`src/tsp_pkg.sv`:
```
`timescale 1ns / 1ps

package tsp_pkg;

	// plane table size and the widths that follow from it
	localparam int MAX_PLANES = 4096;
	localparam int IDX_W      = $clog2(MAX_PLANES);
	localparam int QW         = IDX_W + 1;
	localparam int LW         = QW + 1;

	// fixed field and register widths
	localparam int Z_W       = 32;
	localparam int SPC_W     = 31;
	localparam int CNT_W     = 13;
	localparam int REM_W     = Z_W;
	localparam int SHW       = SPC_W + QW;
	localparam int CFG_IDX_W = 2;

	typedef enum logic [CFG_IDX_W-1:0] {
		CFG_BASE    = 2'd0,
		CFG_SPACING = 2'd1,
		CFG_COUNT   = 2'd2
	} cfg_reg_t;

	// one operand of the height divider
	typedef struct packed {
		logic             neg;
		logic             sat;
		logic [REM_W-1:0] rem;
		logic [QW-1:0]    quo;
	} lane_t;

	// per-item flags that ride along with the divider
	typedef struct packed {
		logic no_hit;
		logic top_eq_mid;
	} side_t;

	// one restoring step: try to take spacing << k out of the remainder
	function automatic lane_t div_step(lane_t l, logic [SPC_W-1:0] d, int k);
		logic [SHW-1:0] dsh;
		logic [SHW-1:0] rext;
		lane_t          r;
		r    = l;
		dsh  = SHW'(d) << k;
		rext = SHW'(l.rem);
		if (!l.neg && !l.sat && (rext >= dsh)) begin
			r.rem    = l.rem - dsh[REM_W-1:0];
			r.quo[k] = 1'b1;
		end
		return r;
	endfunction

endpackage

```
`src/tsp_front.sv`:
```
`timescale 1ns / 1ps

module tsp_front import tsp_pkg::*; (
	input  logic                    clk,
	input  logic                    arst_n,
	input  logic                    in_valid,
	output logic                    in_ready,
	input  logic signed [Z_W-1:0]   vertex_z_a,
	input  logic signed [Z_W-1:0]   vertex_z_b,
	input  logic signed [Z_W-1:0]   vertex_z_c,
	input  logic signed [Z_W-1:0]   plane_base,
	input  logic [SPC_W-1:0]        plane_spacing,
	input  logic [CNT_W-1:0]        plane_count,
	output logic                    out_valid,
	input  logic                    out_ready,
	output side_t                   out_side,
	output lane_t                   out_a,
	output lane_t                   out_c
);

	logic                  v_s1;
	logic signed [Z_W-1:0] lo_s1;
	logic signed [Z_W-1:0] mid_s1;
	logic signed [Z_W-1:0] top_s1;

	logic  v_s2;
	side_t side_s2;
	lane_t a_s2;
	lane_t c_s2;

	logic en_s1;
	logic en_s2;

	logic signed [Z_W-1:0] lo_d;
	logic signed [Z_W-1:0] mid_d;
	logic signed [Z_W-1:0] top_d;
	logic                  a_le_b;
	logic                  a_le_c;
	logic                  b_le_c;

	logic signed [Z_W:0] diff_a;
	logic signed [Z_W:0] diff_c;

	// stall chain
	assign en_s2    = !v_s2 || out_ready;
	assign en_s1    = !v_s1 || en_s2;
	assign in_ready = en_s1;

	// three-way sort from parallel compares
	always_comb begin
		a_le_b = vertex_z_a <= vertex_z_b;
		a_le_c = vertex_z_a <= vertex_z_c;
		b_le_c = vertex_z_b <= vertex_z_c;
		lo_d  = (a_le_b && a_le_c) ? vertex_z_a : (b_le_c ? vertex_z_b : vertex_z_c);
		top_d = (!a_le_b && !a_le_c) ? vertex_z_a : (!b_le_c ? vertex_z_b : vertex_z_c);
		if (a_le_b == !a_le_c || (a_le_b && a_le_c && !b_le_c && 1'b0)) begin
			mid_d = vertex_z_a;
		end else if (a_le_b != b_le_c || !a_le_b == !b_le_c) begin
			mid_d = (a_le_b == b_le_c) ? vertex_z_b : vertex_z_c;
		end else begin
			mid_d = vertex_z_c;
		end
	end

	always_ff @(posedge clk or negedge arst_n) begin
		if (!arst_n) begin
			v_s1 <= 1'b0;
		end else if (en_s1) begin
			v_s1 <= in_valid;
		end
	end

	always_ff @(posedge clk) begin
		if (en_s1 && in_valid) begin
			lo_s1  <= lo_d;
			mid_s1 <= mid_d;
			top_s1 <= top_d;
		end
	end

	// heights relative to plane zero
	assign diff_a = {lo_s1[Z_W-1], lo_s1} - {plane_base[Z_W-1], plane_base};
	assign diff_c = {top_s1[Z_W-1], top_s1} - {plane_base[Z_W-1], plane_base};

	always_ff @(posedge clk or negedge arst_n) begin
		if (!arst_n) begin
			v_s2 <= 1'b0;
		end else if (en_s2) begin
			v_s2 <= v_s1;
		end
	end

	always_ff @(posedge clk) begin
		if (en_s2 && v_s1) begin
			side_s2.no_hit     <= (lo_s1 == top_s1) || (plane_spacing == '0) ||
				(plane_count == '0);
			side_s2.top_eq_mid <= top_s1 == mid_s1;
			a_s2.neg <= diff_a[Z_W];
			a_s2.sat <= 1'b0;
			a_s2.rem <= diff_a[REM_W-1:0];
			a_s2.quo <= '0;
			c_s2.neg <= diff_c[Z_W];
			c_s2.sat <= 1'b0;
			c_s2.rem <= diff_c[REM_W-1:0];
			c_s2.quo <= '0;
		end
	end

	assign out_valid = v_s2;
	assign out_side  = side_s2;
	assign out_a     = a_s2;
	assign out_c     = c_s2;

endmodule

```
`src/tsp_divider.sv`:
```
`timescale 1ns / 1ps

module tsp_divider import tsp_pkg::*; (
	input  logic             clk,
	input  logic             arst_n,
	input  logic [SPC_W-1:0] plane_spacing,
	input  logic             in_valid,
	output logic             in_ready,
	input  side_t            in_side,
	input  lane_t            in_a,
	input  lane_t            in_c,
	output logic             out_valid,
	input  logic             out_ready,
	output side_t            out_side,
	output lane_t            out_a,
	output lane_t            out_c
);

	// stage 0 checks for quotient overflow, stages 1..QW take one bit each
	logic  v_sk    [QW+1];
	side_t side_sk [QW+1];
	lane_t a_sk    [QW+1];
	lane_t c_sk    [QW+1];
	logic  en_k    [QW+1];

	logic [SHW-1:0] sat_lim;
	lane_t          a_in_d;
	lane_t          c_in_d;

	assign sat_lim = SHW'(plane_spacing) << QW;

	// overflow flags: the quotient would not fit in QW bits
	always_comb begin
		a_in_d     = in_a;
		a_in_d.sat = SHW'(in_a.rem) >= sat_lim;
		c_in_d     = in_c;
		c_in_d.sat = SHW'(in_c.rem) >= sat_lim;
	end

	genvar j;
	generate
		for (j = 0; j <= QW; j++) begin : g_stage
			// stall chain
			if (j == QW) begin : g_last
				assign en_k[j] = !v_sk[j] || out_ready;
			end else begin : g_mid
				assign en_k[j] = !v_sk[j] || en_k[j+1];
			end

			if (j == 0) begin : g_sat
				always_ff @(posedge clk or negedge arst_n) begin
					if (!arst_n) begin
						v_sk[j] <= 1'b0;
					end else if (en_k[j]) begin
						v_sk[j] <= in_valid;
					end
				end

				always_ff @(posedge clk) begin
					if (en_k[j] && in_valid) begin
						side_sk[j] <= in_side;
						a_sk[j]    <= a_in_d;
						c_sk[j]    <= c_in_d;
					end
				end
			end else begin : g_step
				always_ff @(posedge clk or negedge arst_n) begin
					if (!arst_n) begin
						v_sk[j] <= 1'b0;
					end else if (en_k[j]) begin
						v_sk[j] <= v_sk[j-1];
					end
				end

				always_ff @(posedge clk) begin
					if (en_k[j] && v_sk[j-1]) begin
						side_sk[j] <= side_sk[j-1];
						a_sk[j]    <= div_step(a_sk[j-1], plane_spacing, QW - j);
						c_sk[j]    <= div_step(c_sk[j-1], plane_spacing, QW - j);
					end
				end
			end
		end
	endgenerate

	assign in_ready  = en_k[0];
	assign out_valid = v_sk[QW];
	assign out_side  = side_sk[QW];
	assign out_a     = a_sk[QW];
	assign out_c     = c_sk[QW];

endmodule

```
`src/tsp_resolve.sv`:
```
`timescale 1ns / 1ps

module tsp_resolve import tsp_pkg::*; (
	input  logic             clk,
	input  logic             arst_n,
	input  logic [CNT_W-1:0] plane_count,
	input  logic             in_valid,
	output logic             in_ready,
	input  side_t            in_side,
	input  lane_t            in_a,
	input  lane_t            in_c,
	output logic             out_valid,
	input  logic             out_ready,
	output logic             hit,
	output logic [IDX_W-1:0] first_plane,
	output logic [IDX_W-1:0] last_plane
);

	logic             v_s1;
	logic             hit_s1;
	logic [IDX_W-1:0] first_s1;
	logic [IDX_W-1:0] last_s1;

	logic [LW-1:0] cnt_cap;
	logic [LW-1:0] last_idx;
	logic [LW-1:0] lo_idx;
	logic [LW-1:0] hi_raw;
	logic [LW-1:0] hi_clamp;
	logic [LW-1:0] hi_fin;
	logic          clamped;
	logic          on_plane;
	logic          hit_d;

	assign in_ready = !v_s1 || out_ready;

	// clamp the plane range and drop a plane that only grazes the top vertex
	always_comb begin
		cnt_cap  = (int'(plane_count) > MAX_PLANES) ? LW'(MAX_PLANES) : LW'(plane_count);
		last_idx = cnt_cap - LW'(1);
		if (in_a.neg) begin
			lo_idx = '0;
		end else if (in_a.sat) begin
			lo_idx = LW'(1) << QW;
		end else begin
			lo_idx = LW'(in_a.quo) + LW'(1);
		end
		hi_raw   = in_c.sat ? (LW'(1) << QW) : LW'(in_c.quo);
		clamped  = hi_raw > last_idx;
		hi_clamp = clamped ? last_idx : hi_raw;
		on_plane = !clamped && (in_c.rem == '0) && !in_side.top_eq_mid;
		hi_fin   = hi_clamp - LW'(on_plane);
		hit_d    = !in_side.no_hit && !in_c.neg && ((lo_idx + LW'(on_plane)) <= hi_clamp);
	end

	always_ff @(posedge clk or negedge arst_n) begin
		if (!arst_n) begin
			v_s1 <= 1'b0;
		end else if (in_ready) begin
			v_s1 <= in_valid;
		end
	end

	always_ff @(posedge clk) begin
		if (in_ready && in_valid) begin
			hit_s1   <= hit_d;
			first_s1 <= hit_d ? lo_idx[IDX_W-1:0] : '0;
			last_s1  <= hit_d ? hi_fin[IDX_W-1:0] : '0;
		end
	end

	assign out_valid   = v_s1;
	assign hit         = hit_s1;
	assign first_plane = first_s1;
	assign last_plane  = last_s1;

endmodule

```
`src/triangle_slice_plane_range_core.sv`:
```
`timescale 1ns / 1ps

// channel   | handshake             | payload
// ----------+-----------------------+------------------------------------------
// input     | in_valid / in_ready   | vertex_z_a, vertex_z_b, vertex_z_c
// output    | out_valid / out_ready | hit, first_plane, last_plane
// config    | cfg_we                | cfg_idx, cfg_wdata
//
// One item per cycle sustained while out_ready stays high; the restoring divider
// resolves one quotient bit per stage.
// Reset clears all valid bits and loads base 0, spacing 1.0, count 1.
// Each stage holds while its successor is full and stalled; bubbles collapse,
// so new items are taken while a finished result waits at the output.

module triangle_slice_plane_range_core import tsp_pkg::*; (
	input  logic                  clk,
	input  logic                  arst_n,
	input  logic                  cfg_we,
	input  logic [CFG_IDX_W-1:0]  cfg_idx,
	input  logic [Z_W-1:0]        cfg_wdata,
	input  logic                  in_valid,
	output logic                  in_ready,
	input  logic signed [Z_W-1:0] vertex_z_a,
	input  logic signed [Z_W-1:0] vertex_z_b,
	input  logic signed [Z_W-1:0] vertex_z_c,
	output logic                  out_valid,
	input  logic                  out_ready,
	output logic                  hit,
	output logic [IDX_W-1:0]      first_plane,
	output logic [IDX_W-1:0]      last_plane
);

	logic signed [Z_W-1:0] base_q;
	logic [SPC_W-1:0]      spacing_q;
	logic [CNT_W-1:0]      count_q;

	logic  fr_valid;
	logic  fr_ready;
	side_t fr_side;
	lane_t fr_a;
	lane_t fr_c;

	logic  dv_valid;
	logic  dv_ready;
	side_t dv_side;
	lane_t dv_a;
	lane_t dv_c;

	// configuration registers
	always_ff @(posedge clk or negedge arst_n) begin
		if (!arst_n) begin
			base_q    <= '0;
			spacing_q <= SPC_W'(65536);
			count_q   <= CNT_W'(1);
		end else if (cfg_we) begin
			case (cfg_idx)
				CFG_BASE:    base_q    <= cfg_wdata;
				CFG_SPACING: spacing_q <= cfg_wdata[SPC_W-1:0];
				CFG_COUNT:   count_q   <= cfg_wdata[CNT_W-1:0];
				default: ;
			endcase
		end
	end

	// sort and offset from plane zero
	tsp_front u_front (
		.clk           (clk),
		.arst_n        (arst_n),
		.in_valid      (in_valid),
		.in_ready      (in_ready),
		.vertex_z_a    (vertex_z_a),
		.vertex_z_b    (vertex_z_b),
		.vertex_z_c    (vertex_z_c),
		.plane_base    (base_q),
		.plane_spacing (spacing_q),
		.plane_count   (count_q),
		.out_valid     (fr_valid),
		.out_ready     (fr_ready),
		.out_side      (fr_side),
		.out_a         (fr_a),
		.out_c         (fr_c)
	);

	// floor division of both heights by the spacing (non-negative heights only)
	tsp_divider u_divider (
		.clk           (clk),
		.arst_n        (arst_n),
		.plane_spacing (spacing_q),
		.in_valid      (fr_valid),
		.in_ready      (fr_ready),
		.in_side       (fr_side),
		.in_a          (fr_a),
		.in_c          (fr_c),
		.out_valid     (dv_valid),
		.out_ready     (dv_ready),
		.out_side      (dv_side),
		.out_a         (dv_a),
		.out_c         (dv_c)
	);

	// range clamp and output register
	tsp_resolve u_resolve (
		.clk         (clk),
		.arst_n      (arst_n),
		.plane_count (count_q),
		.in_valid    (dv_valid),
		.in_ready    (dv_ready),
		.in_side     (dv_side),
		.in_a        (dv_a),
		.in_c        (dv_c),
		.out_valid   (out_valid),
		.out_ready   (out_ready),
		.hit         (hit),
		.first_plane (first_plane),
		.last_plane  (last_plane)
	);

endmodule
```
`config.mk`:
```
export PLATFORM = sky130hd
export DESIGN_NAME = triangle_slice_plane_range_core
export DESIGN_NICKNAME = d
export VERILOG_FILES = /design/src/tsp_pkg.sv /design/src/tsp_front.sv /design/src/tsp_divider.sv /design/src/tsp_resolve.sv /design/src/triangle_slice_plane_range_core.sv
export SDC_FILE = /design/constraint.sdc
export NUM_CORES = 2
export LEC_CHECK = 0
export ABC_AREA = 1
export BUFFER_PORTS_ARGS = -buffer_cell sky130_fd_sc_hd__buf_4
export CORE_UTILIZATION = 40
export CTS_BUF_LIST = sky130_fd_sc_hd__clkbuf_2 sky130_fd_sc_hd__clkbuf_4 sky130_fd_sc_hd__clkbuf_8
export DETAILED_ROUTE_END_ITERATION = 8
export HOLD_SLACK_MARGIN = 0.03
export SLEW_MARGIN = 40
export SYNTH_ARGS = -nofsm -noshare
export SYNTH_HDL_FRONTEND = slang
export SYNTH_SLANG_ARGS = --single-unit
```
`constraint.sdc`:
```
create_clock -name clk -period 10.9 [get_ports clk]
set_input_delay 2.725 -clock clk [delete_from_list [all_inputs] [get_ports clk]]
set_output_delay 2.725 -clock clk [all_outputs]
set_load 0.02 [all_outputs]
```
==> impl_metrics.yaml <==
status:
  status: "finished clean"
synthesis:
  synthTopCellsByArea: "edfxtp_1, ha_1, nand2_1"
  synth_cells: 11300
  synth_top_area_share_pct: 40.7
  synthTopCellsByCount: "nand2_1, edfxtp_1, o21ai_0"
  ys_async_sr_fraction_pct: 6.59
  synth_most_common_cell: "nand2_1"
  syn_area_mm2: 0.0973
  ys.flop_type: "edfxtp_1"
  synth_nets: 12400
  ys_ff_latch: 1412
  synth_edf_count: 1319
  ys_types: 66
  synth_largest_area_cell: "edfxtp_1"
  synth.avg_cell_area_um2: 8.61
  ys_seq_area_share_pct: 43.1
  yosysWarningCount: 0
route:
  postRouteAntennaNets: 0
  wl_um: 332000
  viasPerCell: 5.49
  first_pass_iters: 8
  initialDrtViolationCount: 6753
  drc: 0
  wl_per_cell_um: 22.0
  vias: 82500
worst_hold_path:
  min_to: "u_divider.c_sk[1][100]$_DFFE_PP_"
  min-delay-start: "u_divider.c_sk[1][53]$_DFFE_PP_"
  worstHoldPathType: "flip-flop to flip-flop"
  holdPathStages: 0
sta:
  finalSetupTns_ns: 0
  maxSlewViolCount: 0
  setup_viol: 0
  max_freq_ghz: 0.117
  period_share_pct: 78.4
  slew_headroom_pct: 36.7
  worstMarginPinSlew_ns: 0.940
  timing.final.crit_period_ns: 8.55
  fin_worst_skew_ns: 0.0659
  rsz0062_at_grt: "no"
  finalHoldViolCount: 0
  whs_ns: 0.389
worst_setup_path:
  crit_buf_inv: 2
  worstReg2RegStart: "count_q[0]$_DFFE_PN1P_"
  cp_cell_sequence: "buf_4 > nor2_1 > nand2_1 > nor2_1 > nand2_1 > nor2_1 > nand3_1 > nor2_1 > nand4_1 > nor2_1 > nand4_1 > nor2_1 > nand2_1 > buf_4"
  worst_path_max_delay_cell: "nor2_1"
  cpPeakStageDelay_ns: 0.40
  cp.arrival_ns: 5.82
  timing.rr.end: "u_resolve.last_plane[9]$_SDFFCE_PN0P_"
  cpMostUsedCell: "nor2_1"
  critPathMaxFanout: 4
  startpoint_type: "primary input"
  cp.required_ns: 8.18
  end_kind: "output pin"
  rrSetupSlack_ns: 4.06
  reg2reg_depth: 40
  crit_type: "primary input to output pin"
  critical-path-top-delay-family: "simple AND/OR/NAND/NOR gates"
cts:
  worstSkewPairLatency_ns: 1.06
  ctsHoldBuffers: 0
  cts_buffer_depth: 4
  clockRootBuffer: "clkbuf_8"
  cts_max_level: 5
  cts_buffers: 276
  clk_pin_slew_ns: 0.06
  cts-resized-gates: 0
  cts_tree: "done"
  post_cts_buffers: 0
  numClockSinks: 1412
global_routing:
  grt_max_degree: 77
  track_usage_pct: 26.5
  grt-ovfl-total: 0
  grt_pass1_vias: 79900
  antenna_found_initial: 10
  grt_pass1_wl_um: 489000
place:
  port_buffers: 161
  place_congestion: 0.968
  dpl.hpwl_um: 259000
  placed_area_mm2: 0.103
pwr:
  power_leakage_nw: 46.7
  p_clk_share_pct: 20.1
  power_frac_comb_pct: 46.6
  p_sw_mw: 11.3
  swShare_pct: 43.1
  power.density_mw_per_mm2: 242
  power_frac_seq_pct: 33.3
  p_int_mw: 14.9
  power_mw: 26.2
  peakVddDrop_uv: 163
final_layout:
  final_area_mm2: 0.108
  syn_to_final_growth_pct: 11.0
  fillers: 23600
  fin_util_pct: 44.8
  drive_above_1_share_pct: 6.70
  num-nets-final: 12700
job:
  cap_violations: 0
floorplanning:
  row_count: 180
  die_height_um: 495
  dieArea_mm2: 0.245
  start_util_pct: 40.3
  ios: 162
  coreArea_mm2: 0.241
  die_w_um: 495
-- cell usage in the layout (no fill, tap or decap), types with 26 or more instances in the layout --
| master | n |
|---|---|
| a21boi_0 | 39 |
| a21o_1 | 128 |
| a21oi_1 | 905 |
| a221oi_1 | 26 |
| a31oi_1 | 67 |
| buf_4 | 254 |
| clkbuf_4 | 68 |
| clkbuf_8 | 291 |
| clkinv_1 | 51 |
| clkinv_2 | 36 |
| dfrtp_1 | 89 |
| edfxtp_1 | 1319 |
| fa_1 | 27 |
| ha_1 | 908 |
| inv_1 | 1055 |
| inv_2 | 28 |
| nand2_1 | 2623 |
| nand3_1 | 462 |
| nand3b_1 | 28 |
| nand4_1 | 147 |
| nor2_1 | 846 |
| nor3_1 | 124 |
| nor4_1 | 123 |
| o211ai_1 | 29 |
| o21a_1 | 42 |
| o21ai_0 | 1107 |
| o21ai_1 | 42 |
| o21bai_1 | 84 |
| xnor2_1 | 341 |
| xor2_1 | 350 |
-- power by group through the flow --
stage	sequential [mW]	clock (mW)	combinational, mW
after CTS	8.71	5.39	12.1
after detailed placement	8.81	0	12.1
final	8.71	5.26	12.2
after global placement	8.80	0	11.9
after floorplan	8.38	0	8.58
after global routing	8.80	5.61	13.6
-- worst max path at each step --
stage                     startpoint                         end  slack (ns)  depth (start not counted)
after floorplan            out_ready  u_front.lo_s1[0]$_DFFE_PP_        2.10                         12
after global placement     out_ready                    in_ready        2.29                         14
after detailed placement   out_ready                    in_ready        2.30                         14
after CTS                  out_ready                    in_ready        2.31                         14
after global routing       out_ready                    in_ready        1.99                         14
final                      out_ready                    in_ready        2.35                         14
-- per-layer routing --
| metal | up-vias | global-route usage (%) | part of all wire (%) |
|---|---|---|---|
| li1 | 40200 | - | - |
| met1 | 39100 | 33.3 | 42 |
| met2 | 2638 | 45.4 | 48 |
| met3 | 602 | 3.55 | 5.4 |
| met4 | 0 | 11.1 | 4.3 |
| met5 | - | 0 | 0 |
-- logic make-up after synthesis --
group	count (synthesis)	synth area share, %
DFF	1412	43.1
and+or+nand+nor	4419	18.8
adders and majority gates	935	12.2
xor gates and xnor gates	691	6.22
AOI/OAI and AO/OA	2564	14.5
buffers and inverters	1282	5.08
-- flip-flops by register name (all words and copies together) (netlist names), 13 cells and up --
signal / cells
base_q: 32
u_divider.side_sk: 28
spacing_q: 31
u_divider.c_sk: 567
u_divider.v_sk: 13
u_divider.a_sk: 535
u_front.lo_s1: 32
u_front.mid_s1: 32
u_front.top_s1: 32
u_front.out_a: 33
u_front.out_c: 33
count_q: 13
-- final cells by class --
cell class	instances	area [um2]	share of cell area [%]
tap	3185	3990	3.69
sequential	1412	41900	38.8
antenna	8	20.0	0.0185
clock buffer	359	4520	4.18
clock inverter	103	758	0.702
inverter	1090	4100	3.80
timing repair buffer	270	2130	1.97
multi-input combinational	8609	50500	46.8
-- metrics by stage --
stage,cells,setup WS [ns]
after CTS,15000,2.31
after detailed placement,14600,2.30
after global placement,14600,2.29
final,15000,2.35
after global routing,15000,1.99
after floorplan,11300,2.10
No activity file was read; power rests on OpenSTA's default activity.
